File: src/design/bfd_pkg.sv
// Package for the box filter downscaler: sizes, derived widths, lane control
// and result pixel types. No dependencies.
package bfd_pkg;

  localparam int OUT_SIZE = 128;
  localparam int FACTOR   = 2;
  localparam int CHANNELS = 4;

  localparam int SUB_W = (FACTOR > 1) ? $clog2(FACTOR) : 1;
  localparam int OC_W  = (OUT_SIZE > 1) ? $clog2(OUT_SIZE) : 1;

  localparam int DIV      = FACTOR * FACTOR;
  localparam int SUM_W    = $clog2(DIV * 255 + 1);
  localparam int RECIP_SH = 24;
  localparam int RECIP_W  = RECIP_SH + 1;
  localparam int RECIP    = ((1 << RECIP_SH) + DIV - 1) / DIV;
  localparam int PROD_W   = SUM_W + RECIP_W;

  localparam int FIFO_DEPTH = 4;
  localparam int FPTR_W     = 2;
  localparam int FCNT_W     = 3;

  typedef struct packed {
    logic            accept;
    logic            first_col;
    logic            last_col;
    logic            first_row;
    logic [OC_W-1:0] addr;
  } lane_ctl_t;

  typedef struct packed {
    logic [7:0] red;
    logic [7:0] green;
    logic [7:0] blue;
    logic [7:0] alpha;
    logic       frame_end;
  } pix_t;

endpackage

File: src/design/bfd_lane.sv
// One channel lane: horizontal run sum, per-column line store with
// read-add-write and bypass, and divide by FACTOR squared. Uses bfd_pkg.
module bfd_lane (
  input  logic              clk,
  input  logic              rst_n,
  input  bfd_pkg::lane_ctl_t ctl,
  input  logic [7:0]        pix,
  output logic [7:0]        avg
);
  import bfd_pkg::*;

  localparam logic [RECIP_W-1:0] RECIP_V = RECIP_W'(RECIP);

  logic [SUM_W-1:0]  mem [OUT_SIZE];
  logic [SUM_W-1:0]  part_r, part_nxt;
  logic              s1_v_r;
  logic              s1_first_r;
  logic [OC_W-1:0]   s1_addr_r;
  logic [SUM_W-1:0]  s1_part_r;
  logic [SUM_W-1:0]  rd_data_r;
  logic              byp_r;
  logic [SUM_W-1:0]  byp_data_r;
  logic [SUM_W-1:0]  sum;
  logic [SUM_W-1:0]  s2_sum_r;
  logic [PROD_W-1:0] prod;
  logic              store;

  assign store    = ctl.accept && ctl.last_col;
  assign part_nxt = ctl.first_col ? SUM_W'(pix) : part_r + SUM_W'(pix);
  assign sum      = s1_part_r + (s1_first_r ? '0 : (byp_r ? byp_data_r : rd_data_r));

  always_ff @(posedge clk) begin
    if (!rst_n) begin
      s1_v_r <= 1'b0;
    end else begin
      s1_v_r <= store;
    end
  end

  always_ff @(posedge clk) begin
    if (ctl.accept) begin
      part_r <= part_nxt;
    end
    if (store) begin
      rd_data_r  <= mem[ctl.addr];
      byp_r      <= s1_v_r && (s1_addr_r == ctl.addr);
      byp_data_r <= sum;
      s1_first_r <= ctl.first_row;
      s1_addr_r  <= ctl.addr;
      s1_part_r  <= part_nxt;
    end
    if (s1_v_r) begin
      mem[s1_addr_r] <= sum;
      s2_sum_r       <= sum;
    end
  end

  // reciprocal multiply, exact for sums below 2^SUM_W
  assign prod = PROD_W'(s2_sum_r) * PROD_W'(RECIP_V);
  assign avg  = prod[RECIP_SH+7 -: 8];

endmodule

File: config.mk
export PLATFORM = sky130hd
export DESIGN_NAME = bfd_lane
export DESIGN_NICKNAME = d
export VERILOG_FILES = /design/src/design/bfd_pkg.sv /design/src/design/bfd_lane.sv
export SDC_FILE = /design/constraint.sdc
export NUM_CORES = 1
export LEC_CHECK = 0
export ABC_AREA = 1
export BUFFER_PORTS_ARGS = -buffer_cell sky130_fd_sc_hd__clkbuf_2
export CAP_MARGIN = 20
export CELL_PAD_IN_SITES_DETAIL_PLACEMENT = 1
export CELL_PAD_IN_SITES_GLOBAL_PLACEMENT = 1
export CORE_MARGIN = 1
export CORE_UTILIZATION = 51
export DETAILED_ROUTE_END_ITERATION = 10
export PLACE_DENSITY_LB_ADDON = 0.1
export REMOVE_ABC_BUFFERS = 1
export SYNTH_ARGS = -nofsm -noshare
export SYNTH_HDL_FRONTEND = slang
export SYNTH_SLANG_ARGS = --single-unit
File: constraint.sdc
create_clock -name clk -period 7.4 [get_ports clk]
set_clock_uncertainty 0.15 [all_clocks]
set_input_delay 1.11 -clock clk [delete_from_list [all_inputs] [get_ports clk]]
set_output_delay 1.11 -clock clk [all_outputs]
set_load 0.01 [all_outputs]
* Yosys cells after proc, flatten, opt, wreduce, memory -nomap -nowiden
Memories as Yosys holds them, arrays and structs flattened. A register that Yosys moved wholly into a read port is not among the register bits. Index checks and enable logic that the tools add are counted. W data, S select, Z words.
Storage, ports and cells: memory bits (writable) 1280, output and inout bits 8, logic and storage cells 19, memories kept 1, bits of input ports 21, register bits 50
Memories:
- mem | depth 128, width 10, read ports 1, clocked after memory_dff 1, write ports 1, line bfd_lane.sv:14 | logic [SUM_W-1:0] mem [OUT_SIZE];
Operators by class: eq/ne operators 1, add/subtract/negate cells 2, muxes and demuxes 5, reduce and logical (&&, ||, !) cells 2
Operators with widths (number):
- $mux W10 | 3
- $add A10 B10 Y10 | 1
- $add A10 B8 Y10 | 1
- $eq A7 B7 Y1 | 1
- $logic_and A1 B1 Y1 | 2
- $mux W1 | 2

* Depth between registers and ports, before layout
word-level depth 3, mapped depth 14

* Worst setup path after synthesis
OpenSTA, ideal clock, no wires.
kind register to register, from reg byp_r, to reg byp_data_r[6], data pin, data required time 6312 ps, setup time 938 ps, stages on the path, launching flop included 12, slack 640 ps, data arrival time 5672 ps, cells stage by stage edfxtp_1 > clkbuf_1 > o21ai_0 > nor2_1 > ha_1 > inv_1 > fa_1 > o21ai_0 > a21oi_1 > nor2_1 > nor2_1 > xnor2_1
Between the ends: cells in the longest elaborated chain, start to end 3
RTL lines:
- from (decl) | line bfd_lane.sv:21 | logic byp_r;
- from (signal assigned) | line bfd_lane.sv:46 | byp_r <= s1_v_r && (s1_addr_r == ctl.addr);
- $mux W10 (2 in a row) | line bfd_lane.sv:30 | assign sum = s1_part_r + (s1_first_r ? '0 : (byp_r ? byp_data_r : rd_data_r));
- $add A10 B10 Y10 | line bfd_lane.sv:30
- via sum[6] | line bfd_lane.sv:23 | logic [SUM_W-1:0] sum;
- to (signal assigned) | line bfd_lane.sv:47 | byp_data_r <= sum;
- to (decl) | line bfd_lane.sv:22 | logic [SUM_W-1:0] byp_data_r;
The timed path passes the listed nets, and every way through them passes these cells. A chain may end at the register's enable or synchronous reset.

* Final worst setup path
from reg byp_r, to mem mem[55][7] (netlist bit), data pin
Between the ends: cells in the longest elaborated chain, start to end 3
RTL lines (line):
- $mux W10 (2 in a row) | bfd_lane.sv:30
- $add A10 B10 Y10 | bfd_lane.sv:30
- via sum[7] | bfd_lane.sv:23
- to (decl) | bfd_lane.sv:14
The timed path passes the listed nets, and every way through them passes these cells.

==> impl_metrics.ini <==
[run_status]
status = finished clean

[logic_synthesis]
syn_inst = 4657
synth_top_family_by_area = simple AND/OR/NAND/NOR gates
async_flop_share_pct = 0
yosys.area_share.simple_pct = 22.4
synthMuxAreaShare_pct = 0
synth_compound_area_share_pct = 0.484
ys_seq_elements = 1338
yosysWarnings = 0
synth_adder_area_share_pct = 0.457
synth-edff-count = 1337
synthFlopType = edfxtp_1
synth-seq-area-share_pct = 72.7
syn_area_per_cell_um2 = 11.9
syn_area_mm2 = 0.0553
ys_types = 35
synth_xor_area_share_pct = 0.174

[routing]
first_iter_violations = 3509
drtPass1Iterations = 6
wl_per_cell_um = 25.7
postRouteAntennaNets = 0
vias = 36600
wl_mm = 158
drc = 0
viasPerCell = 5.96

[die]
die_area_mm2 = 0.110
boundaryPins = 29
coreArea_mm2 = 0.107
die_w_um = 331
die_h_um = 331
start_util_pct = 51.6
num_rows = 120

[pwr]
total_power_w = 0.0171
p_per_area_mw_per_mm2 = 282
peakVddDrop_uv = 246
leakage_nw = 21.5

[timing]
layout_min_cycle_time_ps = 4690
fin_ws_ps = 2710
whs_ps = 442
slew_viol_final = 0
finalSetupTns_ps = 0
rsz0062_at_grt = no
worstMarginPinSlew_ps = 1150
finalSetupViolCount = 0
fmax_mhz = 213
final-hold-violation-count = 0
finalCritPeriodShare_pct = 63.3
relSlewSlack_pct = 22.9

[clock_tree]
cts.repair.resized = 0
clock_latency_ps = 760
cts.sinks = 1338
cts_made_buffers = 143
clockRootBuffer = clkbuf_16
ctsHtreeMaxLevel = 4
clockBufferDepth = 3
cts_hold_buf = 0
clkSlewWorstSetupHoldPaths_ps = 60
postCtsSetupRepairBufs = 0
cts_tree = done

[setup_path]
slowest_stage = xor2_4
worstPathRequired_ps = 7770
start_kind = flop
r2r_cells = 11
arrival_ps = 5060
r2r-end = mem[55][7]$_DFFE_PP_
path_class = reg2reg
cp_cell_sequence = clkinv_1 > nor2_1 > nor2_1 > ha_1 > nand2_1 > nor3_1 > a21oi_1 > o21ai_0 > xor2_4 > buf_4 > buf_16
cpMostUsedCell = nor2_1
endpoint_kind = flop
worst_path_largest_cell_delay_ps = 720
reg2reg_from = byp_r$_DFFE_PP_
ff2ff_setup_slack_ps = 2710
crit_path_max_fanout = 57

[flow_run]
maxCapViolCount = 0

[grt]
grt.overflow.total = 0
grt_pass1_vias = 37600
grt_max_degree = 162
grt_pass1_wl_mm = 238
track_usage_pct = 28.9
grt_antenna_before_repair = 3

[placed_design]
routabilityCongestion = 0.834
port_buffers = 28
dpl_worst_slack_ps = 2530
hpwl_mm = 88.2

[worst_hold_path]
hold_depth = 3
hp-start = rst_n
whs_endpoint = s1_v_r$_SDFF_PN0_
hp-class = in2reg

[final_layout]
fin_nets = 4670
syn2layout_area_growth_pct = 9.77
final_layout_size_suffix_gt1_share_pct = 6.84
[critical path, delay by kind of cell (launching register included)]
family,cells,cell delay (ps)
xor gates and xnor gates,1,720
DFF,1,500
and+or+nand+nor,4,580
buffers and inverters,3,1240
adders and majority gates,1,450
AOI/OAI and AO/OA,2,680
[power by group]
group	switching, W	internal [W]	leakage (nW)
registers	0.0000146	0.00878	12.1
logic	0.00122	0.000275	7.29
clock network	0.00290	0.00393	2.15
total	0.00413	0.0130	21.5
[cell usage in the layout (no fill, tap or decap), drive strengths merged, types with 5 or more instances in the layout]
cell type	netlist	layout
nand2	1552	1552
edfxtp	1337	1337
nand3	1172	1172
clkbuf	41	216
nor2	166	166
buf	250	95
clkinv	1	51
inv	46	50
o21ai	19	19
ha	17	17
a21oi	13	13
nor3	11	11
xor2	6	6
bufinv	0	6
xnor2	5	5
[sequential cells by signal (all words and copies together), names as in the netlist]
register and count:
part_r 10, s1_first_r 1, byp_r 1, s1_part_r 10, rd_data_r 10, s2_sum_r 8
s1_addr_r 7, s1_v_r 1, mem 1280, byp_data_r 10
[final cells by class]
type                       count  area, um^2
sequential                  1338       40200
tap                         1403        1760
timing repair buffer         119        1010
multi-input combinational   2981       13200
clock inverter                62         454
inverter                      47         200
clock buffer                 192        3930
fill                       10800       46500
antenna                        2        5.00
[cell usage after synthesis (13+ instances only)]
| cell | instances | share of area, % |
|---|---|---|
| inv_1 | 42 | 0.29 |
| buf_4 | 29 | 0.39 |
| buf_6 | 72 | 1.5 |
| buf_2 | 130 | 1.2 |
| clkbuf_1 | 41 | 0.28 |
| buf_1 | 17 | 0.12 |
| o21ai_0 | 18 | 0.16 |
| nand2_1 | 1552 | 11 |
| a21oi_1 | 13 | 0.12 |
| nand3_1 | 1172 | 11 |
| ha_1 | 17 | 0.38 |
| edfxtp_1 | 1337 | 73 |
| nor2_1 | 166 | 1.1 |
[logic make-up (layout without fill, tap and decap cells)]
group,count (synthesis),after routing
AO/OA/AOI/OAI,46,46
XOR/XNOR,11,11
other,0,2
adder cells (fa/ha/maj),19,19
flip-flops,1338,1338
AND/OR/NAND/NOR,2905,2905
buffers and inverters,338,420
[per-stage QoR]
stage	util (%)	instances	cell area (um^2)
final	56.6	6144	60700
after global routing	56.6	6143	60700
after CTS	56.5	6126	60500
after detailed placement	52.4	5872	56100
after global placement	52.3	5868	56100
after floorplan	-	4366	53400
[how the worst max path moves through the flow]
stage                    startpoint              endpoint  slack [ps]  depth (start not counted)
finish              byp_r$_DFFE_PP_  mem[55][7]$_DFFE_PP_        2710                         11
global route        byp_r$_DFFE_PP_  mem[48][7]$_DFFE_PP_        2460                         11
CTS                 byp_r$_DFFE_PP_  mem[54][7]$_DFFE_PP_        2480                         10
detailed placement  byp_r$_DFFE_PP_  mem[40][7]$_DFFE_PP_        2530                         10
global placement    byp_r$_DFFE_PP_  mem[42][7]$_DFFE_PP_        2680                         10
floorplan                    ctl[0]       byp_r$_DFFE_PP_         320                          4
[per-layer routing]
metal / wire (um) / vias up / GRT usage [%]
met5: 0 / - / 0
met3: 9130 / 246 / 3.90
li1: - / 16400 / -
met1: 69400 / 18900 / 41.4
met2: 75400 / 1110 / 46.2
met4: 4300 / 0 / 9.20
No activity file was read; power rests on OpenSTA's default activity.
