<file path="src/design/bfd_pkg.sv">
// Package for the box filter downscaler: sizes, derived widths, lane control
// and result pixel types. No dependencies.
package bfd_pkg;

  localparam int OUT_SIZE = 128;
  localparam int FACTOR   = 2;
  localparam int CHANNELS = 4;

  localparam int SUB_W = (FACTOR > 1) ? $clog2(FACTOR) : 1;
  localparam int OC_W  = (OUT_SIZE > 1) ? $clog2(OUT_SIZE) : 1;

  localparam int DIV      = FACTOR * FACTOR;
  localparam int SUM_W    = $clog2(DIV * 255 + 1);
  localparam int RECIP_SH = 24;
  localparam int RECIP_W  = RECIP_SH + 1;
  localparam int RECIP    = ((1 << RECIP_SH) + DIV - 1) / DIV;
  localparam int PROD_W   = SUM_W + RECIP_W;

  localparam int FIFO_DEPTH = 4;
  localparam int FPTR_W     = 2;
  localparam int FCNT_W     = 3;

  typedef struct packed {
    logic            accept;
    logic            first_col;
    logic            last_col;
    logic            first_row;
    logic [OC_W-1:0] addr;
  } lane_ctl_t;

  typedef struct packed {
    logic [7:0] red;
    logic [7:0] green;
    logic [7:0] blue;
    logic [7:0] alpha;
    logic       frame_end;
  } pix_t;

endpackage

</file>
<file path="src/design/bfd_out_fifo.sv">
// Merge stage: joins the lane averages and frame_end into one result pixel
// and queues it in a small FIFO toward the output channel. Uses bfd_pkg.
module bfd_out_fifo (
  input  logic                       clk,
  input  logic                       rst_n,
  input  logic                       push,
  input  logic [7:0]                 avg [bfd_pkg::CHANNELS],
  input  logic                       frame_end,
  output logic [bfd_pkg::FCNT_W-1:0] count,
  output bfd_pkg::pix_t              head,
  output logic                       head_valid,
  input  logic                       pop
);
  import bfd_pkg::*;

  pix_t              buf_r [FIFO_DEPTH];
  logic [FPTR_W-1:0] wptr_r, rptr_r;
  logic [FCNT_W-1:0] cnt_r;
  pix_t              wdata;
  logic              do_pop;

  assign wdata      = '{red: avg[0], green: avg[1], blue: avg[2], alpha: avg[3],
                        frame_end: frame_end};
  assign head_valid = (cnt_r != '0);
  assign do_pop     = pop && head_valid;
  assign head       = buf_r[rptr_r];
  assign count      = cnt_r;

  always_ff @(posedge clk) begin
    if (!rst_n) begin
      wptr_r <= '0;
      rptr_r <= '0;
      cnt_r  <= '0;
    end else begin
      if (push) wptr_r <= wptr_r + 1'b1;
      if (do_pop) rptr_r <= rptr_r + 1'b1;
      cnt_r <= cnt_r + FCNT_W'(push) - FCNT_W'(do_pop);
    end
  end

  always_ff @(posedge clk) begin
    if (push) begin
      buf_r[wptr_r] <= wdata;
    end
  end

endmodule

</file>
<file path="config.mk">
export PLATFORM = sky130hd
export DESIGN_NAME = bfd_out_fifo
export DESIGN_NICKNAME = d
export VERILOG_FILES = /design/src/design/bfd_pkg.sv /design/src/design/bfd_out_fifo.sv
export SDC_FILE = /design/constraint.sdc
export NUM_CORES = 1
export LEC_CHECK = 0
export BUFFER_PORTS_ARGS = -buffer_cell sky130_fd_sc_hd__buf_2
export CAP_MARGIN = 25
export CORE_MARGIN = 8
export CORE_UTILIZATION = 55
export DETAILED_ROUTE_END_ITERATION = 12
export PLACE_DENSITY = 0.75
export SYNTH_ARGS = -nofsm -noshare
export SYNTH_HDL_FRONTEND = slang
export SYNTH_SLANG_ARGS = --single-unit
</file>
<file path="constraint.sdc">
create_clock -name clk -period 3.75 [get_ports clk]
set_input_delay 0.5625 -clock clk [delete_from_list [all_inputs] [get_ports clk]]
set_output_delay 0.5625 -clock clk [all_outputs]
set_load 0.02 [all_outputs]
</file>
; ---- Word level (Yosys, flattened, before mapping)
; Memory sizes are Yosys's and may differ from the RTL's. A register that Yosys moved wholly into a read port is not among the register bits.
; Cells that the tools add are included.
[op_classes]
addsub = 4
n_mux = 4
reduce_logical = 2
[op_table]
columns = cell, count
row1 = $add 2x1->2 const B, 2
row2 = $mux 2, 2
row3 = $add 3x1->3, 1
row4 = $reduce_bool 3->1, 1
row5 = $sub 3x1->3, 1
row6 = $mux 1, 2
row7 = $logic_and 1x1->1, 1
[totals]
reg_bits = 7
mem_bits_rw = 132
inputBits = 37
output_inout_bits = 37
word_cells = 14
n_memories = 1
[mem_list]
columns = memory, words, word_bits, read_ports, rd_clocked_by_memory_dff, write_ports, line
row1 = buf_r, 4, 33, 1, 1, 1, bfd_out_fifo.sv:16  ; pix_t buf_r [FIFO_DEPTH];

; ---- Logic depth before layout (Yosys ltp)
; Gate-level depths: netlist of the first run.
[depth]
ltp_word = 4
ltp_mapped = 7

; ---- Worst setup path after synthesis of the first run
; OpenSTA, ideal clock, no wires.
[synth_path]
path_kind = reg2reg
startpoint = reg cnt_r[1] (netlist: count[1])
endpoint = reg cnt_r[2] (netlist: count[2])
setup_time_ns = 0.115
arrival_ns = 1.910
slack_ns = 1.725
stages_incl_launch_ff = 8
n_path_buf = 0
synth_period_minus_slack_ns = 2.025
cell_sequence = dfxtp_1 > o31a_1 > ha_1 > inv_1 > ha_1 > fa_1 > xnor3_1 > and2_1
[synth_via]
elab_chain_len = 3
[synth_rtl]
columns = item, line
row1 = from (decl), bfd_out_fifo.sv:18  ; logic [FCNT_W-1:0] cnt_r;
row2 = from (signal assigned), bfd_out_fifo.sv:37  ; cnt_r <= cnt_r + FCNT_W'(push) - FCNT_W'(do_pop);
row3 = $reduce_bool 3->1, bfd_out_fifo.sv:24  ; assign head_valid = (cnt_r != '0);
row4 = $logic_and 1x1->1, bfd_out_fifo.sv:25  ; assign do_pop = pop && head_valid;
row5 = via do_pop, bfd_out_fifo.sv:20  ; logic do_pop;
row6 = $sub 3x1->3, bfd_out_fifo.sv:37
; The timed path passes the listed nets, and every way through them passes these cells.
; A chain may end at the register's enable or synchronous reset.

==> impl_metrics.env, run 1 <==
export IMPL_outcome="finished clean"
export IMPL_globalRoute_totalOverflow=0
export IMPL_drt_met1_wl_microns=3610
export IMPL_final_setup_worst_slack_ns=0.827
export IMPL_cpLargestDelayFamily="flip-flops"
export IMPL_setup_worst_path_end_class="primary output"
export IMPL_fin_crit_ns=2.92
export IMPL_finalHoldWorstSlack_ns=0.266
export IMPL_detail_route_first_pass_iterations=4
export IMPL_areaGrowthSynthToFinish_pct=18.9
export IMPL_timing_worst_setup_path_type="reg -> out"
export IMPL_critical_path_max_stage_delay_ns=0.75
export IMPL_postSynthCellCount=217
export IMPL_diodes=0
export IMPL_layout_drive_gt1_share=0.446
export IMPL_post_cts_resized=0
export IMPL_post_route_util=0.676
export IMPL_post_synth_mux_area_share=0.151
export IMPL_synthesis_area_sq_um=5280
export IMPL_synth_simple_gate_area_share=0.0156
export IMPL_highest_layer="met4"
export IMPL_dpl_hpwl_microns=5580
export IMPL_clk_pin_slew_worst_paths_ns=0.06
export IMPL_total_switching_power_w=0.00112
export IMPL_rows=35
export IMPL_final_antenna_net_count=0
export IMPL_number_of_global_route_vias_before_repair=2677
export IMPL_timing_final_setup_violations=0
export IMPL_cts_root_buf="sky130_fd_sc_hd__clkbuf_8"
export IMPL_cell_internal_pwr_w=0.00306
export IMPL_cell_area_after_layout_sq_um=6280
export IMPL_grt_first_pass_wirelength_microns=14400
export IMPL_floorplan_initialDensity=0.568
export IMPL_io_buffer_count=73
export IMPL_avgSynthCellArea_sq_um=24.3
export IMPL_synth_adder_area_share=0.0180
export IMPL_fin_tns_setup_ns=0
export IMPL_wl_per_cell_microns=20.6
export IMPL_pwr_share_clk=0.358
export IMPL_crit_slowest_cell="sky130_fd_sc_hd__dfxtp_2"
export IMPL_route_final_wire_length_microns=9160
export IMPL_dominant_combinational_cell_family_by_area_after_synthesis="multiplexers"
export IMPL_met3_wirelength_microns=528
export IMPL_p_sw_frac=0.267
export IMPL_place_area_sq_um=5740
export IMPL_tritoncts="done"
export IMPL_core_sq_um=9280
export IMPL_worstSetupStartpointType="flop"
export IMPL_comb_power_share=0.182
export IMPL_die_width_microns=114
export IMPL_fillCellCount=615
export IMPL_fp_dieH_microns=114
export IMPL_timing_critical_path_fanout_max=19
export IMPL_clk_latency_ns=0.51
export IMPL_finish_net_count=347
export IMPL_routed_via_density=5.36
export IMPL_cp_data_required_time_ns=3.19
export IMPL_pwr_density_cell_nw_per_um2=666
export IMPL_floorplan_die_area_sq_um=13000
export IMPL_met2RoutedLength_microns=4900
export IMPL_finalHoldViolCount=0
export IMPL_worst_endpoint_arrival_ns=2.36
export IMPL_ys_seq_elements=141
export IMPL_critical_path_cell_by_cell="buf_4 > mux4_2 > buf_2"
export IMPL_worst_pin_slew_ns=0.922
export IMPL_max_vdd_ir_drop_uv=415
export IMPL_yosysWarnings=0
export IMPL_cts_inserted_buffers=17
export IMPL_route_vias_total=2384
export IMPL_antenna_found_initial=0
export IMPL_drv_slew=0
export IMPL_maxClockFrequency_mhz=342
export IMPL_clock_sink_count=141
export IMPL_static_leakage_power_nw=2.18
export IMPL_place_worst_setup_slack_ns=1.31
export IMPL_fin_worst_skew_ns=0.00540
export IMPL_clockBufferDepth=2
export IMPL_synth_compound_area_frac=0.00332
export IMPL_grt_max_degree=34
export IMPL_synth_seq_area_share=0.785
export IMPL_cts_post_setup_buffers_inserted=0
export IMPL_period_share=0.779
export IMPL_yosysUniqueCellTypes=21
export IMPL_drv_max_cap_violation_count=0
export IMPL_detail_route_drc_violations=0
export IMPL_synthXorXnorAreaFrac=0.00593
export IMPL_grt_setup_unrepaired="no"
export IMPL_routability_congestion=0.660
export IMPL_synth_nets=261
export IMPL_cts_hold_repair_buffers=0
export IMPL_critical_path_n_buffers_inverters=2
export IMPL_power_frac_seq=0.459
export IMPL_drt_iter0_markers=133
export IMPL_cts_h_tree_depth=4
export IMPL_normalized_max_slew_margin=0.386
export IMPL_io_pin_count=74
export IMPL_groute_usage_overall=0.152
export IMPL_hold_class="in -> reg"
power groups by stage:
stage	logic, W	clock network (W)	registers (W)
floorplan	0.000626	0	0.00190
global placement	0.000764	0	0.00195
detailed placement	0.000777	0	0.00196
CTS	0.000780	0.00152	0.00193
global route	0.000822	0.00160	0.00194
finish	0.000762	0.00150	0.00192
metal layers:
layer | track usage | up-vias
met3 | 0.0512 | 11
li1 | - | 1088
met5 | 0 | -
met1 | 0.171 | 1214
met4 | 0.0745 | 0
met2 | 0.256 | 71
sequential cells by signal, summed over array words and instances, names as in the netlist, named ones only:
register and cells:
buf_r 132, count 3, rptr_r 2, wptr_r 2
final timing paths:
| path | startpoint | end | slack [ns] | cells after the start |
|---|---|---|---|---|
| min reg2reg | rptr_r[1]$_SDFFE_PN0P_ | flop | 0.47 | 2 |
| max | flop | head[14] | 0.83 | 3 |
| max reg2reg | count[1]$_SDFF_PN0_ | count[2]$_SDFF_PN0_ | 1.68 | 7 |
| min | avg[18] | buf_r[2][19]$_DFFE_PP_ | 0.27 | 1 |
cells in the final DEF (no fill, tap or decap), types with 2 or more instances in the layout:
cell type / n
sky130_fd_sc_hd__edfxtp_1: 132
sky130_fd_sc_hd__buf_2: 73
sky130_fd_sc_hd__mux4_2: 30
sky130_fd_sc_hd__clkbuf_16: 16
sky130_fd_sc_hd__dfxtp_1: 7
sky130_fd_sc_hd__inv_1: 6
sky130_fd_sc_hd__ha_1: 6
sky130_fd_sc_hd__and2_2: 4
sky130_fd_sc_hd__and2_1: 4
sky130_fd_sc_hd__mux2i_1: 4
sky130_fd_sc_hd__clkinvlp_4: 4
sky130_fd_sc_hd__mux4_1: 3
sky130_fd_sc_hd__clkinv_4: 3
sky130_fd_sc_hd__clkinv_2: 3
sky130_fd_sc_hd__nand2_1: 2
sky130_fd_sc_hd__nand2b_1: 2
sky130_fd_sc_hd__dfxtp_2: 2
sky130_fd_sc_hd__clkbuf_1: 2
sky130_fd_sc_hd__inv_6: 2
sky130_fd_sc_hd__buf_4: 2
cells by family after synthesis:
kind of cell | after synthesis
and+or+nand+nor | 14
AOI/OAI and AO/OA | 2
buffers and inverters | 14
adders and majority gates | 7
DFF | 141
muxes | 37
xor gates and xnor gates | 2
per-stage QoR:
step | cells | power, W
final | 445 | 0.00418
after global routing | 445 | 0.00436
after CTS | 445 | 0.00423
after detailed placement | 413 | 0.00273
after global placement | 413 | 0.00272
after floorplan | 217 | 0.00252
worst reg2reg max path, cell delays in order (launching register included):
cell and delay (ns):
sky130_fd_sc_hd__dfxtp_1 0.35, sky130_fd_sc_hd__o31a_1 0.39, sky130_fd_sc_hd__ha_1 0.30, sky130_fd_sc_hd__inv_1 0.04, sky130_fd_sc_hd__ha_1 0.18, sky130_fd_sc_hd__fa_1 0.38
sky130_fd_sc_hd__xnor3_1 0.17, sky130_fd_sc_hd__and2_1 0.16
synth_stat cells:
master	count	area (sq um)
sky130_fd_sc_hd__edfxtp_1	132	3960
sky130_fd_sc_hd__mux4_2	30	676
sky130_fd_sc_hd__dfxtp_1	9	180
sky130_fd_sc_hd__and2_1	8	50.1
sky130_fd_sc_hd__ha_1	6	75.1
sky130_fd_sc_hd__inv_1	6	22.5
sky130_fd_sc_hd__mux2i_1	4	40.0
sky130_fd_sc_hd__buf_12	3	60.1
sky130_fd_sc_hd__buf_2	3	15.0
sky130_fd_sc_hd__mux4_1	3	78.8
sky130_fd_sc_hd__nand2_1	2	7.51
sky130_fd_sc_hd__nand2b_1	2	12.5
sky130_fd_sc_hd__buf_6	1	11.3
sky130_fd_sc_hd__clkbuf_1	1	3.75
sky130_fd_sc_hd__fa_1	1	20.0
sky130_fd_sc_hd__nor2b_1	1	6.26
sky130_fd_sc_hd__o311ai_0	1	8.76
sky130_fd_sc_hd__o31a_1	1	8.76
sky130_fd_sc_hd__or3_1	1	6.26
sky130_fd_sc_hd__xnor3_1	1	22.5
sky130_fd_sc_hd__xor2_1	1	8.76
area by class of cell:
type / instances / area (sq um) / share of cell area
Clock buffer: 19 / 422 / 0.0672
Clock inverter: 13 / 119 / 0.0189
Inverter: 6 / 22.5 / 0.00359
Multi-Input combinational cell: 62 / 1030 / 0.163
Sequential cell: 141 / 4150 / 0.661
Tap cell: 129 / 161 / 0.0257
Timing Repair Buffer: 75 / 380 / 0.0606
No activity file was read; power rests on OpenSTA's default activity.
==> inputs of run 2 (changes only) <==
--- a/config.mk
+++ b/config.mk
@@ -5,12 +5,13 @@
 export SDC_FILE = /design/constraint.sdc
 export NUM_CORES = 1
 export LEC_CHECK = 0
+export ABC_AREA = 1
 export BUFFER_PORTS_ARGS = -buffer_cell sky130_fd_sc_hd__buf_2
 export CAP_MARGIN = 25
 export CORE_MARGIN = 8
-export CORE_UTILIZATION = 55
+export CORE_UTILIZATION = 51
 export DETAILED_ROUTE_END_ITERATION = 12
-export PLACE_DENSITY = 0.75
+export PLACE_DENSITY = 0.73
 export SYNTH_ARGS = -nofsm -noshare
 export SYNTH_HDL_FRONTEND = slang
 export SYNTH_SLANG_ARGS = --single-unit
==> constraint.sdc (replaced) <==
create_clock -name clk -period 2.4 [get_ports clk]
set_input_delay 0.36 -clock clk [delete_from_list [all_inputs] [get_ports clk]]
set_output_delay 0.36 -clock clk [all_outputs]
set_load 0.02 [all_outputs]
==> impl_metrics.env, run 2 <==
export IMPL_power_w=0.00676
export IMPL_synth_top_cells_by_area="sky130_fd_sc_hd__edfxtp_1, sky130_fd_sc_hd__nor2_1, sky130_fd_sc_hd__o21ai_0"
export IMPL_timing_critical_path_fanout_max=24
export IMPL_io_buffer_count=73
export IMPL_timing_reg2reg_setup_slack_ns=0.66
export IMPL_clk_pin_slew_worst_paths_ns=0.06
export IMPL_synthesis_area_sq_um=5380
export IMPL_detail_route_drc_violations=0
export IMPL_normalized_max_slew_margin=0.680
export IMPL_drv_max_cap_violation_count=0
export IMPL_postSynthCellCount=379
export IMPL_synth_top_area_frac=0.737
export IMPL_layout_common_cells="sky130_fd_sc_hd__edfxtp_1, sky130_fd_sc_hd__buf_2, sky130_fd_sc_hd__nor2_1"
export IMPL_timing_final_setup_violations=0
export IMPL_worstSetupStartpointType="flop"
export IMPL_rows=37
export IMPL_max_vdd_ir_drop_uv=504
export IMPL_io_pin_count=74
export IMPL_cp_data_required_time_ns=2.04
export IMPL_detail_route_first_pass_iterations=4
export IMPL_layout_drive_gt1_share=0.244
export IMPL_finish_net_count=507
export IMPL_worst_pin_slew_ns=0.480
export IMPL_fin_tns_setup_ns=0
export IMPL_core_sq_um=10300
export IMPL_most_used_standard_cell_by_instance_count_after_synthesis="sky130_fd_sc_hd__edfxtp_1"
export IMPL_tritoncts="done"
export IMPL_routed_via_density=5.37
export IMPL_fp_dieH_microns=119
export IMPL_final_antenna_net_count=0
export IMPL_groute_usage_overall=0.160
export IMPL_fin_crit_ns=2.23
export IMPL_grt_first_pass_wirelength_microns=17600
export IMPL_yosysWarnings=0
export IMPL_cts_h_tree_depth=4
export IMPL_timing_worst_setup_path_type="reg -> out"
export IMPL_setup_worst_path_end_class="primary output"
export IMPL_worst_hold_path_num_cells=1
export IMPL_hold_class="in -> reg"
export IMPL_critical_path_max_stage_delay_ns=0.53
export IMPL_place_inst=580
export IMPL_static_leakage_power_nw=2.32
export IMPL_number_of_global_route_vias_before_repair=3404
export IMPL_route_final_wire_length_microns=10800
export IMPL_clockBufferDepth=2
export IMPL_pwr_density_cell_nw_per_um2=1060
export IMPL_diodes=0
export IMPL_outcome="finished clean"
export IMPL_regMostFlops="buf_r"
export IMPL_stdcell_count=611
export IMPL_floorplan_initialDensity=0.523
export IMPL_period_share=0.930
export IMPL_worst_endpoint_arrival_ns=1.87
export IMPL_clk_latency_ns=0.51
export IMPL_place_worst_setup_slack_ns=0.590
export IMPL_post_route_util=0.621
export IMPL_ys_seq_elements=141
export IMPL_startpoint_of_the_worst_register_to_register_path="count[1]$_SDFF_PN0_"
export IMPL_wl_per_cell_microns=17.7
export IMPL_maxClockFrequency_mhz=448
export IMPL_cpLargestDelayFamily="flip-flops"
export IMPL_yosys_top_cells_count="sky130_fd_sc_hd__edfxtp_1, sky130_fd_sc_hd__nor2_1, sky130_fd_sc_hd__o21ai_0"
export IMPL_cts_root_buf="sky130_fd_sc_hd__clkbuf_8"
export IMPL_cts_post_setup_buffers_inserted=0
export IMPL_number_of_cells_on_the_worst_reg_to_reg_path=8
export IMPL_critical_path_cell_by_cell="buf_6 > o21ai_0 > o22ai_1 > buf_2"
export IMPL_min_delay_start="avg[4]"
export IMPL_largest_register_ff_count=132
export IMPL_drv_slew=0
export IMPL_finalHoldViolCount=0
export IMPL_synth_area_leader_cell="sky130_fd_sc_hd__edfxtp_1"
export IMPL_die_width_microns=119
export IMPL_layout_commonest_cell="sky130_fd_sc_hd__edfxtp_1"
export IMPL_route_vias_total=3281
export IMPL_dpl_hpwl_microns=6820
export IMPL_synth_edff_count=132
export IMPL_areaGrowthSynthToFinish_pct=18.6
export IMPL_clock_sink_count=141
export IMPL_worstReg2RegEnd="count[2]$_SDFF_PN0_"
export IMPL_cts_inserted_buffers=17
export IMPL_synth_ff_type="sky130_fd_sc_hd__edfxtp_1"
export IMPL_floorplan_die_area_sq_um=14100
export IMPL_antenna_found_initial=0
export IMPL_synth_seq_area_share=0.771
export IMPL_yosysUniqueCellTypes=19
export IMPL_hold_end="buf_r[0][5]$_DFFE_PP_"
export IMPL_synth_nets=423
export IMPL_final_setup_worst_slack_ns=0.169
export IMPL_avgSynthCellArea_sq_um=14.2
export IMPL_drt_iter0_markers=278
export IMPL_async_reset_ff_frac=0
export IMPL_crit_slowest_cell="sky130_fd_sc_hd__dfxtp_1"
export IMPL_critical_path_n_buffers_inverters=2
export IMPL_fin_worst_skew_ns=0.00605
export IMPL_grt_setup_unrepaired="no"
export IMPL_globalRoute_totalOverflow=0
export IMPL_routability_congestion=0.738
export IMPL_grt_max_degree=41
==> run 2: changes by cell type in the layout (fill, tap and decap cells not counted), moves of 5 or more <==
cell                       before  now
sky130_fd_sc_hd__buf_4          2   11
sky130_fd_sc_hd__mux4_2        30    0
sky130_fd_sc_hd__nor2_1         0   71
sky130_fd_sc_hd__inv_1          6   11
sky130_fd_sc_hd__o22ai_1        0   33
sky130_fd_sc_hd__clkinv_1       0    6
sky130_fd_sc_hd__o21ai_0        0   50
sky130_fd_sc_hd__a21oi_1        0    5
sky130_fd_sc_hd__nand2_1        2   14
sky130_fd_sc_hd__o21ai_1        0   18
==> run 2: area by class of cell <==
type	instances	area, sq um
tap	136	170
timing repair buffer	85	459
inverter	17	66.3
clock buffer	18	418
multi-input combinational	201	1000
clock inverter	13	116
sequential	141	4150
fill	788	3900
==> run 2: worst max path at each step <==
stage | from | end | cells after the start
2_1_floorplan | count[1]$_SDFF_PN0_ | count[1]$_SDFF_PN0_ | 8
3_3_place_gp | flop | head[0] | 4
3_5_place_dp | flop | head[0] | 4
4_1_cts | flop | head[0] | 4
5_1_grt | flop | head[32] | 4
6_report | flop | head[32] | 4
==> run 2: repair_timing <==
action,CTS,global route
hold buffers,0,0
setup endpoints to repair,0,19
gates resized for setup,0,3
==> run 2: logic make-up (layout without fill, tap and decap cells) <==
family                   Yosys count  count (layout)  synth area share
flip-flops                       141             141             0.771
AO/OA/AOI/OAI                    107             107             0.108
AND/OR/NAND/NOR                   87              87            0.0612
buffers and inverters             37             133            0.0426
adder cells (fa/ha/maj)            7               7            0.0177
==> run 2: metal layers <==
| metal | wire (microns) | GRT usage | vias up |
|---|---|---|---|
| li1 | - | - | 1576 |
| met1 | 4590 | 0.190 | 1567 |
| met2 | 5320 | 0.262 | 123 |
| met3 | 712 | 0.0495 | 15 |
| met4 | 177 | 0.0759 | 0 |
| met5 | 0 | 0 | - |
==> run 2: power breakdown <==
part           internal, W  switching (W)  total [W]
clock              0.00137       0.000962    0.00233
sequential         0.00283      0.0000533    0.00289
combinational     0.000472        0.00107    0.00154
total              0.00467        0.00208    0.00676
==> run 2: worst reg2reg max path: cells and delay by family (launching register included) <==
| family | cells | cell delay (ns) |
|---|---|---|
| AND/OR/NAND/NOR | 2 | 0.20 |
| flip-flops | 1 | 0.33 |
| adder cells (fa/ha/maj) | 3 | 0.84 |
| buffers and inverters | 1 | 0.04 |
| AO/OA/AOI/OAI | 2 | 0.24 |
==> run 2: metrics by stage <==
stage                     area [sq um]  hold slack (ns)
final                             6380           0.0564
after global routing              6380           0.0351
after CTS                         6370           0.0288
after detailed placement          5840            0.484
after global placement            5840            0.463
after floorplan                   5380            0.448
==> inputs of run 3 (changes only) <==
--- a/config.mk
+++ b/config.mk
@@ -5,12 +5,13 @@
 export SDC_FILE = /design/constraint.sdc
 export NUM_CORES = 1
 export LEC_CHECK = 0
-export ABC_AREA = 1
+export ABC_AREA = 0
 export BUFFER_PORTS_ARGS = -buffer_cell sky130_fd_sc_hd__buf_2
 export CAP_MARGIN = 25
 export CORE_MARGIN = 8
 export CORE_UTILIZATION = 51
 export DETAILED_ROUTE_END_ITERATION = 12
+export MAX_ROUTING_LAYER = met4
 export PLACE_DENSITY = 0.73
 export SYNTH_ARGS = -nofsm -noshare
 export SYNTH_HDL_FRONTEND = slang
==> impl_metrics.env, run 3 (synthesized netlist as in run 1, its figures left out) <==
export IMPL_largest_register_ff_count=132
export IMPL_floorplan_die_area_sq_um=13900
export IMPL_setup_worst_path_end_class="primary output"
export IMPL_detail_route_drc_violations=0
export IMPL_timing_critical_path_fanout_max=33
export IMPL_maxClockFrequency_mhz=434
export IMPL_period_share=0.960
export IMPL_io_pin_count=74
export IMPL_routed_via_density=5.33
export IMPL_areaGrowthSynthToFinish_pct=22.2
export IMPL_cts_hold_repair_buffers=0
export IMPL_grt_setup_unrepaired="no"
export IMPL_drt_iter0_markers=120
export IMPL_cts_post_setup_buffers_inserted=0
export IMPL_cts_h_tree_depth=4
export IMPL_fin_crit_ns=2.31
export IMPL_fp_dieH_microns=118
export IMPL_drv_slew=0
export IMPL_drv_max_cap_violation_count=0
export IMPL_cts_root_buf="sky130_fd_sc_hd__clkbuf_8"
export IMPL_number_of_global_route_vias_before_repair=2676
export IMPL_pwr_density_cell_nw_per_um2=1070
export IMPL_route_final_wire_length_microns=9000
export IMPL_post_cts_resized=0
export IMPL_critical_path_cell_by_cell="buf_12 > mux4_1 > buf_2"
export IMPL_crit_slowest_cell="sky130_fd_sc_hd__mux4_1"
export IMPL_critical_path_max_stage_delay_ns=0.63
export IMPL_worstSetupStartpointType="flop"
export IMPL_globalRoute_totalOverflow=0
export IMPL_max_vdd_ir_drop_uv=491
export IMPL_layout_commonest_cell="sky130_fd_sc_hd__edfxtp_1"
export IMPL_hold_class="in -> reg"
export IMPL_tritoncts="done"
export IMPL_floorplan_initialDensity=0.518
export IMPL_rows=37
export IMPL_grt_max_degree=34
export IMPL_antenna_found_initial=0
export IMPL_io_buffer_count=73
export IMPL_groute_usage_overall=0.141
export IMPL_fillCellCount=715
export IMPL_outcome="finished clean"
export IMPL_cpLargestDelayFamily="multiplexers"
export IMPL_clockBufferDepth=2
export IMPL_clk_pin_slew_worst_paths_ns=0.06
export IMPL_route_vias_total=2440
export IMPL_routability_congestion=0.697
export IMPL_grt_first_pass_wirelength_microns=14300
export IMPL_diodes=0
export IMPL_worst_pin_slew_ns=0.566
export IMPL_fin_worst_skew_ns=0.00495
export IMPL_worst_endpoint_arrival_ns=1.95
export IMPL_fin_tns_setup_ns=0
export IMPL_post_route_util=0.633
export IMPL_timing_worst_setup_path_type="reg -> out"
export IMPL_clock_sink_count=141
export IMPL_finish_net_count=354
export IMPL_finalHoldViolCount=0
export IMPL_final_antenna_net_count=0
export IMPL_timing_final_setup_violations=0
export IMPL_dpl_hpwl_microns=5670
export IMPL_cp_data_required_time_ns=2.04
export IMPL_critical_path_n_buffers_inverters=2
export IMPL_detail_route_first_pass_iterations=4
export IMPL_static_leakage_power_nw=2.27
export IMPL_layout_drive_gt1_share=0.450
export IMPL_normalized_max_slew_margin=0.622
export IMPL_regMostFlops="buf_r"
export IMPL_clk_latency_ns=0.51
export IMPL_core_sq_um=10200
export IMPL_finalHoldWorstSlack_ns=0.0653
export IMPL_cts_inserted_buffers=17
export IMPL_layout_common_cells="sky130_fd_sc_hd__edfxtp_1, sky130_fd_sc_hd__buf_2, sky130_fd_sc_hd__mux4_2"
export IMPL_wl_per_cell_microns=19.6
export IMPL_die_width_microns=118
run 3: cell count changes in the layout (fill, tap and decap cells not counted), moves of 5 or more:
cell	change
sky130_fd_sc_hd__o21ai_1	-18
sky130_fd_sc_hd__nand2_1	-12
sky130_fd_sc_hd__mux4_2	+30
sky130_fd_sc_hd__o21ai_0	-50
sky130_fd_sc_hd__buf_4	-5
sky130_fd_sc_hd__a21oi_1	-5
sky130_fd_sc_hd__nor2_1	-71
sky130_fd_sc_hd__o22ai_1	-33
sky130_fd_sc_hd__inv_1	-5
run 3: per-layer routing:
layer / global-route usage / up-vias / part of all wire
met5: - / - / 0
met4: 0.0576 / 0 / 0.015
met3: 0.0465 / 13 / 0.034
met2: 0.227 / 53 / 0.52
met1: 0.160 / 1284 / 0.44
li1: - / 1090 / -
run 3: path summary, 6_finish.rpt:
path / to / from / slack (ns) / cells past startpoint
setup reg to reg: count[2]$_SDFF_PN0_ / count[1]$_SDFF_PN0_ / 0.35 / 7
hold / removal: buf_r[3][29]$_DFFE_PP_ / avg[28] / 0.07 / 1
hold reg to reg: flop / rptr_r[1]$_SDFFE_PN0P_ / 0.49 / 2
setup / recovery: head[0] / flop / 0.09 / 3
run 3: report_power, final:
part | switching (W) | leakage [nW] | internal, W
Sequential | 0.0000586 | 1.29 | 0.00285
Clock | 0.000916 | 0.301 | 0.00177
Combinational | 0.000716 | 0.686 | 0.000590
run 3: layout make-up:
class,instances,area [sq um],share of cell area
flip-flops and latches,141,4150,0.643
multi-input cells,62,1030,0.159
repair buffers,82,470,0.0729
clock buffers,18,418,0.0648
clock inverters,13,198,0.0306
well taps,136,170,0.0264
inverters,6,22.5,0.00349
run 3: per-stage QoR:
step | instances | worst slack, ns | total power, W | area, sq um
2_1_floorplan | 217 | 0.375 | 0.00394 | 5280
3_3_place_gp | 427 | 0.424 | 0.00427 | 5840
3_5_place_dp | 427 | 0.346 | 0.00430 | 5840
4_1_cts | 458 | 0.0502 | 0.00698 | 6450
5_1_grt | 458 | 0.0106 | 0.00718 | 6450
6_report | 458 | 0.0949 | 0.00690 | 6450
run 3: worst register-to-register path: cells and delay by family (launching register included):
family	cells	cell delay, ns
simple gates	1	0.16
compound gates	1	0.37
buf+inv	1	0.04
fa+ha+maj	3	0.85
xor+xnor	1	0.19
flops	1	0.35
